--- src/rtl/fbpa_pkg.sv ---
// Shared constants, codes and types of the fixed block pool allocator.
`timescale 1ns / 1ps

package fbpa_pkg;

	localparam int BLOCK_COUNT = 16;
	localparam int BLOCK_BYTES = 64;

	localparam int IDX_W  = $clog2(BLOCK_COUNT);
	localparam int OFS_W  = $clog2(BLOCK_BYTES);
	localparam int SIZE_W = $clog2(BLOCK_BYTES + 1);
	localparam int CNT_W  = $clog2(BLOCK_COUNT + 1);

	localparam int REQ_SIZE_W = 16;
	localparam int ADDR_W     = 16;
	localparam int BADDR_W    = 10;

	typedef enum logic [1:0] {
		REQ_ALLOC = 2'd0,
		REQ_FREE  = 2'd1,
		REQ_QUERY = 2'd2,
		REQ_NONE  = 2'd3
	} req_type_t;

	typedef enum logic [2:0] {
		ST_OK      = 3'd0,
		ST_ZERO    = 3'd1,
		ST_LARGE   = 3'd2,
		ST_FULL    = 3'd3,
		ST_NULL    = 3'd4,
		ST_FREED   = 3'd5,
		ST_BADADDR = 3'd6,
		ST_SPARE   = 3'd7
	} status_t;

	typedef enum logic [1:0] {
		S_IDLE = 2'b01,
		S_EXEC = 2'b10
	} fsm_t;

endpackage

--- src/rtl/fbpa_ram.sv ---
// Generic single-port-write, registered-read RAM.
`timescale 1ns / 1ps

module fbpa_ram #(
	parameter int WIDTH = 8,
	parameter int DEPTH = 16
) (
	input  logic                     clk,
	input  logic                     we,
	input  logic [$clog2(DEPTH)-1:0] waddr,
	input  logic [WIDTH-1:0]         wdata,
	input  logic                     re,
	input  logic [$clog2(DEPTH)-1:0] raddr,
	output logic [WIDTH-1:0]         rdata
);

	logic [WIDTH-1:0] mem_q [DEPTH];

	always_ff @(posedge clk) begin
		if (we) begin
			mem_q[waddr] <= wdata;
		end
		if (re) begin
			rdata <= mem_q[raddr];
		end
	end

endmodule

--- src/rtl/fixed_block_pool_allocator.sv ---
// Top level of the fixed block pool allocator.
//
// Requests enter on the s_ group: tuser carries the request kind (allocate,
// free by address, query by address), tdata the size, address and null flag.
// Each request gives exactly one result beat on the m_ group: tuser carries
// the status, tdata the block index, block address, used mark, stored size
// and the used-block count after the request.
// A request passes through S_IDLE and S_EXEC: the accept decodes the address and reads
// the size RAM, then S_EXEC finds the lowest free block, writes the RAM
// and loads the output register. The result is registered and is valid once
// S_EXEC commits, and a new request is taken only after the last one commits.
// The output register parts the two sides: a new request is accepted while
// a result waits; if the receiver still stalls when the next result is
// ready, that request holds in S_EXEC and input stalls.
// Reset empties the pool at once: used marks live in flops and gate the
// size RAM, so no clearing pass is needed.
`timescale 1ns / 1ps

module fixed_block_pool_allocator (
	input  logic        clk,
	input  logic        arst_n,
	input  logic        s_tvalid,
	output logic        s_tready,
	input  logic [39:0] s_tdata,  // req_size[15:0], target_addr[31:16], addr_is_null[32]
	input  logic [1:0]  s_tuser,  // req_type[1:0]
	output logic        m_tvalid,
	input  logic        m_tready,
	output logic [31:0] m_tdata,  // block_index[3:0], block_addr[13:4], block_used[14],
	                              // block_req_size[21:15], blocks_in_use[26:22]
	output logic [2:0]  m_tuser   // status[2:0]
);

	fbpa_pkg::fsm_t state_q;

	logic [fbpa_pkg::REQ_SIZE_W-1:0] in_size;
	logic [fbpa_pkg::ADDR_W-1:0]     in_addr;
	logic                            in_null;
	logic                            accept;

	fbpa_pkg::status_t           map_status;
	logic [fbpa_pkg::IDX_W-1:0]  map_idx;
	logic [fbpa_pkg::ADDR_W-fbpa_pkg::OFS_W-1:0] addr_hi;

	fbpa_pkg::req_type_t             type_s1;
	logic [fbpa_pkg::REQ_SIZE_W-1:0] size_s1;
	fbpa_pkg::status_t               map_status_s1;
	logic [fbpa_pkg::IDX_W-1:0]      map_idx_s1;

	logic [fbpa_pkg::BLOCK_COUNT-1:0] marks_q;
	logic [fbpa_pkg::CNT_W-1:0]       total_q;
	logic [fbpa_pkg::SIZE_W-1:0]      ram_rdata;

	logic                        free_found;
	logic [fbpa_pkg::IDX_W-1:0]  free_idx;
	fbpa_pkg::status_t           res_status;
	logic [fbpa_pkg::IDX_W-1:0]  res_idx;
	logic                        res_named;
	logic                        res_used;
	logic [fbpa_pkg::SIZE_W-1:0] res_rsz;
	logic                        do_set;
	logic                        do_clr;
	logic [fbpa_pkg::CNT_W-1:0]  total_d;
	logic [fbpa_pkg::ADDR_W-1:0] res_addr_full;
	logic                        commit;

	fbpa_pkg::status_t            out_status_q;
	logic [fbpa_pkg::IDX_W-1:0]   out_idx_q;
	logic [fbpa_pkg::BADDR_W-1:0] out_addr_q;
	logic                         out_used_q;
	logic [fbpa_pkg::SIZE_W-1:0]  out_rsz_q;

	assign in_size = s_tdata[15:0];
	assign in_addr = s_tdata[31:16];
	assign in_null = s_tdata[32];

	assign s_tready = (state_q == fbpa_pkg::S_IDLE);
	assign accept   = s_tvalid && s_tready;
	assign commit   = (state_q == fbpa_pkg::S_EXEC) && (!m_tvalid || m_tready);

	// Address to block index: aligned and inside the pool
	assign addr_hi = in_addr[fbpa_pkg::ADDR_W-1:fbpa_pkg::OFS_W];
	always_comb begin
		map_idx    = addr_hi[fbpa_pkg::IDX_W-1:0];
		map_status = fbpa_pkg::ST_OK;
		priority if (in_null) begin
			map_status = fbpa_pkg::ST_NULL;
		end else if (in_addr[fbpa_pkg::OFS_W-1:0] != '0) begin
			map_status = fbpa_pkg::ST_BADADDR;
		end else if (addr_hi >= (fbpa_pkg::ADDR_W - fbpa_pkg::OFS_W)'(fbpa_pkg::BLOCK_COUNT)) begin
			map_status = fbpa_pkg::ST_BADADDR;
		end
	end

	fbpa_ram #(
		.WIDTH(fbpa_pkg::SIZE_W),
		.DEPTH(fbpa_pkg::BLOCK_COUNT)
	) u_size_ram (
		.clk  (clk),
		.we   (commit && do_set),
		.waddr(res_idx),
		.wdata(res_rsz),
		.re   (accept),
		.raddr(map_idx),
		.rdata(ram_rdata)
	);

	always_ff @(posedge clk) begin
		if (accept) begin
			type_s1       <= fbpa_pkg::req_type_t'(s_tuser);
			size_s1       <= in_size;
			map_status_s1 <= map_status;
			map_idx_s1    <= map_idx;
		end
	end

	// Lowest free block
	always_comb begin
		free_found = 1'b0;
		free_idx   = '0;
		for (int i = fbpa_pkg::BLOCK_COUNT - 1; i >= 0; i--) begin
			if (!marks_q[i]) begin
				free_found = 1'b1;
				free_idx   = fbpa_pkg::IDX_W'(i);
			end
		end
	end

	always_comb begin
		res_status = fbpa_pkg::ST_OK;
		res_idx    = '0;
		res_named  = 1'b0;
		res_used   = 1'b0;
		res_rsz    = '0;
		do_set     = 1'b0;
		do_clr     = 1'b0;
		total_d    = total_q;
		unique case (type_s1)
			fbpa_pkg::REQ_ALLOC: begin
				priority if (size_s1 == '0) begin
					res_status = fbpa_pkg::ST_ZERO;
				end else if (size_s1 > fbpa_pkg::REQ_SIZE_W'(fbpa_pkg::BLOCK_BYTES)) begin
					res_status = fbpa_pkg::ST_LARGE;
				end else if (!free_found) begin
					res_status = fbpa_pkg::ST_FULL;
				end else begin
					res_idx   = free_idx;
					res_named = 1'b1;
					res_used  = 1'b1;
					res_rsz   = size_s1[fbpa_pkg::SIZE_W-1:0];
					do_set    = 1'b1;
					total_d   = total_q + 1'b1;
				end
			end
			fbpa_pkg::REQ_FREE, fbpa_pkg::REQ_QUERY: begin
				res_status = map_status_s1;
				if (map_status_s1 == fbpa_pkg::ST_OK) begin
					res_idx   = map_idx_s1;
					res_named = 1'b1;
					if (type_s1 == fbpa_pkg::REQ_FREE) begin
						if (!marks_q[map_idx_s1]) begin
							res_status = fbpa_pkg::ST_FREED;
						end else begin
							do_clr = 1'b1;
							if (total_q != '0) begin
								total_d = total_q - 1'b1;
							end
						end
					end else begin
						// a free block reads as size zero whatever the RAM holds
						res_used = marks_q[map_idx_s1];
						res_rsz  = marks_q[map_idx_s1] ? ram_rdata : '0;
					end
				end
			end
			default: begin
			end
		endcase
	end

	assign res_addr_full = fbpa_pkg::ADDR_W'(res_idx) << fbpa_pkg::OFS_W;

	always_ff @(posedge clk or negedge arst_n) begin
		if (!arst_n) begin
			state_q  <= fbpa_pkg::S_IDLE;
			marks_q  <= '0;
			total_q  <= '0;
			m_tvalid <= 1'b0;
		end else begin
			unique case (state_q)
				fbpa_pkg::S_IDLE: begin
					if (accept) begin
						state_q <= fbpa_pkg::S_EXEC;
					end
				end
				fbpa_pkg::S_EXEC: begin
					if (commit) begin
						state_q <= fbpa_pkg::S_IDLE;
					end
				end
				default: begin
					state_q <= fbpa_pkg::S_IDLE;
				end
			endcase
			if (commit) begin
				total_q <= total_d;
				if (do_set) begin
					marks_q[res_idx] <= 1'b1;
				end
				if (do_clr) begin
					marks_q[res_idx] <= 1'b0;
				end
				m_tvalid <= 1'b1;
			end else if (m_tready) begin
				m_tvalid <= 1'b0;
			end
		end
	end

	always_ff @(posedge clk) begin
		if (commit) begin
			out_status_q <= res_status;
			out_idx_q    <= res_idx;
			out_addr_q   <= res_named ? res_addr_full[fbpa_pkg::BADDR_W-1:0] : '0;
			out_used_q   <= res_used;
			out_rsz_q    <= res_rsz;
		end
	end

	// the in-use count follows the committed total, which holds until the next commit
	assign m_tuser = out_status_q;
	assign m_tdata = {5'd0, total_q, out_rsz_q, out_used_q, out_addr_q, out_idx_q};

endmodule
--- config.mk ---
export PLATFORM = sky130hd
export DESIGN_NAME = fixed_block_pool_allocator
export DESIGN_NICKNAME = d
export VERILOG_FILES = /design/src/rtl/fbpa_pkg.sv /design/src/rtl/fbpa_ram.sv /design/src/rtl/fixed_block_pool_allocator.sv
export SDC_FILE = /design/constraint.sdc
export NUM_CORES = 1
export LEC_CHECK = 0
export BUFFER_PORTS_ARGS = -buffer_cell sky130_fd_sc_hd__buf_4
export CAP_MARGIN = 20
export CORE_MARGIN = 2
export CORE_UTILIZATION = 53
export DETAILED_ROUTE_END_ITERATION = 8
export GPL_TIMING_DRIVEN = 1
export PLACE_DENSITY = 0.88
export SYNTH_ARGS = -nofsm -noshare
export SYNTH_HDL_FRONTEND = slang
export SYNTH_HIERARCHICAL = 1
export SYNTH_SLANG_ARGS = --single-unit
export TNS_END_PERCENT = 30
--- constraint.sdc ---
create_clock -name clk -period 3.1 [get_ports clk]
set_input_delay 0.465 -clock clk [delete_from_list [all_inputs] [get_ports clk]]
set_output_delay 0.465 -clock clk [all_outputs]
set_load 0.01 [all_outputs]
# Word-level counts from Yosys, hierarchy flattened
# Memories as Yosys holds them, arrays and structs flattened. A register that Yosys moved wholly into a read port is not among the register bits.
# Cells that the tools add are included.
dict set report op_classes {
  add_sub_neg 2
  eq_ne 13
  order_cmp 5
  reduce_logical 17
  muxes 88
  bitwise_logic 3
}
# cell count
set op_table {}
lappend op_table {{4-bit 2-to-1 mux} 20}
lappend op_table {{16-bit 2-to-1 mux} 3}
lappend op_table {{7-bit 2-to-1 mux} 6}
lappend op_table {{5-bit 2-to-1 mux} 7}
lappend op_table {{1-bit 2-to-1 mux} 33}
lappend op_table {{16-bit AND} 1}
lappend op_table {{16-bit by 7-bit > comparator with 1-bit output (second input constant)} 1}
lappend op_table {{16-bit logical NOT} 1}
lappend op_table {{2-bit != test (second input constant)} 8}
lappend op_table {{16-bit NOT} 1}
lappend op_table {{16-bit OR} 1}
lappend op_table {{7-bit case mux with 2 select lines} 1}
lappend op_table {{2-bit 2-to-1 mux} 6}
lappend op_table {{3-bit 2-to-1 mux} 4}
lappend op_table {{10-bit by 5-bit >= comparator with 1-bit output (second input constant)} 1}
lappend op_table {{4-bit by 5-bit less-than comparator with 1-bit output (second input constant)} 2}
lappend op_table {{5-bit case mux with 2 select lines} 1}
lappend op_table {{9-bit AND reduction} 1}
lappend op_table {{4-bit case mux with 2 select lines} 1}
lappend op_table {{3-bit case mux with 2 select lines} 1}
lappend op_table {{6-bit nonzero test} 1}
lappend op_table {{5-bit by 1-bit adder with 5-bit output (second input constant)} 1}
lappend op_table {{5-bit nonzero test} 1}
lappend op_table {{5-bit by 1-bit subtractor with 5-bit output (second input constant)} 1}
lappend op_table {{16 further kinds} 24}
dict set report totals {
  word_cells 144
  reg_bits 74
  ram_bits 112
  mem_count 1
}
# name words word_bits rd rd_ports_with_merged_regs write_ports line_no
set memory_table {}
lappend memory_table {u_size_ram.mem_q 16 7 1 1 1 fbpa_ram.sv:17} ;# logic [WIDTH-1:0] mem_q [DEPTH];

# Longest topological paths before layout
dict set report depth {
  depth_word 29
  ltp_mapped 10
  ltp_nobuf 9
}

# Modules after synthesis
# The synthesis kept the hierarchy.
# mod n_inst cells_per_inst area_per_inst_um2 seq_area_each_um2
set by_module_without_submodules {}
lappend by_module_without_submodules {fbpa_ram 1 203 4600.7 3573.4}
lappend by_module_without_submodules {fixed_block_pool_allocator 1 297 3478.3 1893.1}

# Worst setup path before layout
# No wires, ideal clock.
dict set report synth_path {
  kind {reg2reg}
  startpoint {reg type_s1[0]}
  endpoint {mem u_size_ram/mem_q[12][0] in the netlist's numbering (enable)}
  t_required_ps 2720
  stages_incl_launch_ff 9
  setup_ps 380
  path_slack_ps -89
  t_arrival_ps 2809
  n_path_buf 0
  cell_sequence {edfxtp_1 > inv_1 > ha_1 > inv_1 > nor3_1 > nand2_1 > a21oi_1 > nand3_1 > nor3_1}
}
dict set report synth_via {
  word_cells_on_any_way 9
  cone_classes {eq/ne: 2; mux: 4; reduce/logical: 3}
}
# item line_no
set synth_rtl {}
lappend synth_rtl {{start, declared} fixed_block_pool_allocator.sv:44} ;# fbpa_pkg::req_type_t type_s1;
lappend synth_rtl {{start signal, assigned} fixed_block_pool_allocator.sv:109} ;# type_s1 <= fbpa_pkg::req_type_t'(s_tuser);
lappend synth_rtl {{2-bit by 1-bit == test with 1-bit output or 2-bit == test (tied branches)} fixed_block_pool_allocator.sv:137} ;# unique case (type_s1)
lappend synth_rtl {{2-bit OR reduction} fixed_block_pool_allocator.sv:137}
lappend synth_rtl {{4-bit case mux with 2 select lines *} fixed_block_pool_allocator.sv:137}
lappend synth_rtl {{via res_idx (one bit)} fixed_block_pool_allocator.sv:56} ;# logic [fbpa_pkg::IDX_W-1:0] res_idx;
lappend synth_rtl {{end, declared} fbpa_ram.sv:17}
# The timed path passes the listed nets; every way through them passes the cells marked *.

# Final worst setup path
dict set report layout_path {
  startpoint {reg size_s1[1] in the netlist's numbering}
  endpoint {mem u_size_ram/mem_q[0][6] in the netlist's numbering (enable)}
}
dict set report layout_via {
  elab_chain_cells 7
  word_cells_on_any_way 11
  cone_classes {order compare: 1; mux: 8; reduce/logical: 2}
}
# item line_no
set layout_lines {}
lappend layout_lines {{start, declared} fixed_block_pool_allocator.sv:45} ;# logic [fbpa_pkg::REQ_SIZE_W-1:0] size_s1;
lappend layout_lines {{start signal, assigned} fixed_block_pool_allocator.sv:110} ;# size_s1 <= in_size;
lappend layout_lines {{16-bit by 7-bit > comparator with 1-bit output} fixed_block_pool_allocator.sv:141} ;# end else if (size_s1 > fbpa_pkg::REQ_SIZE_W'(fbpa_pkg::BLOCK_BYTES)) begin
lappend layout_lines {{1-bit 2-to-1 mux} fixed_block_pool_allocator.sv:141}
lappend layout_lines {{1-bit 2-to-1 mux} fixed_block_pool_allocator.sv:139} ;# priority if (size_s1 == '0) begin
lappend layout_lines {{1-bit 2-to-1 mux} fixed_block_pool_allocator.sv:137}
lappend layout_lines {{1-bit logical AND} fixed_block_pool_allocator.sv:99} ;# .we (commit && do_set),
lappend layout_lines {{1-bit 2-to-1 mux} fbpa_ram.sv:20} ;# if (we) begin
lappend layout_lines {{1-bit 2-to-1 mux (not written as such)} fbpa_ram.sv:21} ;# mem_q[waddr] <= wdata;
# Several ways; a longest one is shown, not always the timed one.

==> impl_metrics.toml <==
[clocking]
clk_pin_slew_worst_paths_ns = 0.07
clk_path_buf_depth = 2
cts_made_buffers = 17
clk_latency_ns = 0.43
tritoncts = "yes"
htreeDepth = 4
cts_root_buffer = "clkbuf_16"
clock-sinks = 186

[timing]
finalHoldViolCount = 0
slew_headroom_pct = 46.7
setup_viol = 0
min_period_ns = 3.01
fin_skew_ns = 0.0137
drv_slew = 0
tightest_slew_ns = 0.799
max_freq_mhz = 332
fin_crit_sh_pct = 97.1

[yosys]
synth_top_area_share_pct = 60.2
synth_edf_count = 162
synth_warnings = 6
synthArstFlopShare_pct = 12.9
synth_area_leader_cell = "edfxtp_1"
syn_inst = 500
synth-seq-cells = 186
seq_area_frac_synth_pct = 67.7
synthTopCellsByArea = "edfxtp_1 60%, dfrtp_1 7.1%, mux4_1 5.5%"
netlist-cell-type-count = 68
ys.flop_type = "edfxtp_1"
syn_area_per_cell_um2 = 16.2
netlist_area_um2 = 8080

[final_layout]
area_growth_syn_to_layout_pct = 18.7
n_fill_cell = 979
stdcell_count = 804
multiInputGateArea_um2 = 2470
diodes = 0
post-route-util_pct = 63.8
layout-drive-gt1-share_pct = 29.7
regArea_um2 = 5470
nets = 657

[routing]
dr.pass1.iters = 5
dr_total_vias = 5144
wl_per_cell_um = 23.0
drc = 0
ant_nets = 0
first_iter_violations = 612
wl_um = 18500
vias_per_cell = 6.40

[worst_setup_path]
crit_buf_inv = 1
path_max_fanout = 7
crit_chain = "or4_4, o21ai_4, nand4_1, nor3_4, or3b_2, nor3_1, buf_4"
critPathMaxStageDelay_ns = 0.58
cp_top_family = "simple AND/OR/NAND/NOR gates"
criticalPathCategory = "reg2reg"
worstSetupStartpointType = "register"
required_ns = 3.24
end_kind = "register"
critPathArrivalTime_ns = 3.15
cpMaxStageDelayCell = "or4_4"

[floorplanning]
die-height_um = 127
die_area_um2 = 16200
ioPinCount = 83
initial_utilization_pct = 53.7
rows = 45
fp.dieW_um = 127
core_area_um2 = 15000

[outcome]
status = "finished clean"

[power]
max-vdd-ir-drop_mv = 0.385
p_per_area_nw_per_um2 = 579
total_power_mw = 5.56
power.leakage_nw = 3.67

[place]
numPortBuffers = 64
dp.cells = 768
gp_congestion = 0.908
dp_hpwl_um = 11900

[run]
cap_violations = 0

[grt]
grt_usage_pct = 23.5
grt_pass1_wl_um = 28400
antenna_found_initial = 0
gr-total-overflow = 0
grt_max_degree = 33
grt_pass1_vias = 5093

[worst_hold_path]
hp-class = "in2reg"
[layout make-up]
| class | count | area share (%) |
|---|---|---|
| clock inverter | 14 | 1.97 |
| timing repair buffer | 102 | 8.01 |
| clock buffer | 18 | 4.47 |
| tap | 188 | 2.45 |
| multi-input combinational | 286 | 25.7 |
| inverter | 10 | 0.391 |
| sequential | 186 | 57.0 |
[worst paths after layout]
| kind | start | to | slack (ns) | cells after the start |
|---|---|---|---|---|
| max | size_s1[1] | u_size_ram/mem_q[0][6] | 0.09 | 7 |
| min in group asynchronous | arst_n | marks_q[4] | 0.48 | 2 |
| min | s_tdata[7] | size_s1[7] | 0.20 | 1 |
| min reg2reg | total_q[4] | total_q[4] | 0.51 | 1 |
| max reg2reg | size_s1[1] | u_size_ram/mem_q[0][6] | 0.09 | 7 |
| max in group asynchronous | arst_n | state_q[0] | 2.32 | 2 |
[per-layer routing]
layer / vias up / track usage [%] / share of wire [%]
met3: 44 / 6.03 / 7.6
met2: 315 / 40.9 / 53
li1: 2186 / - / -
met4: 0 / 10.3 / 3.3
met5: - / 0 / 0
met1: 2599 / 27.8 / 36
[timing repair]
action,CTS,global route
cloned,0,0
setup buffers,0,1
endpoints found under the setup margin,103,84
pin swaps,0,2
gates resized for setup,7,9
hold buffers,1,0
endpoints found under the hold margin,23,0
[logic make-up (layout without fill, tap and decap cells)]
logic type	after synthesis	after routing	share of synthesized area (%)
AOI/OAI and AO/OA	92	92	8.10
xor gates and xnor gates	4	4	0.434
adders and majority gates	8	8	1.33
buffers and inverters	38	144	2.97
DFF	186	186	67.7
muxes	38	38	10.5
other	1	11	0.0464
and+or+nand+nor	133	133	8.94
[sequential cells by signal (all words and copies together) (netlist names)]
register / cells
out_addr_q: 4
size_s1: 16
out_used_q: 1
m_tvalid: 1
m_tuser: 3
type_s1: 2
marks_q: 16
out_idx_q: 4
u_size_ram/rdata: 7
state_q: 2
map_status_s1: 2
total_q: 5
map_idx_s1: 4
out_rsz_q: 7
u_size_ram/mem_q: 112
[stage by stage]
| step | area, µm² | hold WS (ns) | worst slack, ns | TNS (ns) |
|---|---|---|---|---|
| 2_1_floorplan | 8120 | 0.169 | -0.0859 | -1.68 |
| 3_3_place_gp | 8890 | 0.375 | 0.0831 | 0 |
| 3_5_place_dp | 8890 | 0.383 | -0.0355 | -0.247 |
| 4_1_cts | 9540 | 0.194 | 0.00114 | 0 |
| 5_1_grt | 9590 | 0.184 | -0.0227 | -0.363 |
| 6_report | 9590 | 0.201 | 0.0900 | 0 |
[synth_stat cells, types with 2 or more instances]
library cell    n
o21ai_0         6
nor4_1          6
nand2_1        24
or2_2           3
mux4_2         15
nand4b_1        2
nor2_1         38
mux2_2          4
a21o_1          2
nand3_1         6
nand3b_1        3
edfxtp_1      162
mux2i_1         2
nand2b_1        6
nand4_1         6
a22oi_1        24
nor2b_1         7
a2bb2oi_1       2
dfrtp_1        23
buf_2           4
xor2_1          3
a211oi_1        2
buf_6           2
and4b_1         3
mux4_1         17
buf_4          13
and2_1          2
ha_1            7
nor3_1         10
clkbuf_1        6
a31oi_1         5
and3_1          6
a21oi_1        32
and4_1          3
o21a_1          2
inv_1          10
[power by group]
group	internal, mW	switching [mW]	total [mW]
logic	0.224	0.229	0.453
clock network	1.29	0.954	2.24
registers	2.79	0.0745	2.86
total	4.30	1.26	5.56
[worst reg2reg max path, cell delays in order, from the launching register on]
cell,delay (ns)
edfxtp_1,0.45
or4_4,0.58
o21ai_4,0.18
nand4_1,0.19
nor3_4,0.31
or3b_2,0.55
nor3_1,0.24
buf_4,0.23
[cell usage in the layout (no fill, tap or decap), drive strengths merged, types with 11 or more instances in the layout]
master and count:
edfxtp 162, buf 101, nor2 38, a21oi 32, mux4 32, nand2 24
a22oi 24, dfrtp 23, clkbuf 18, inv 14, conb 11, nor3 11
Power figures use the tool's default switching activity.
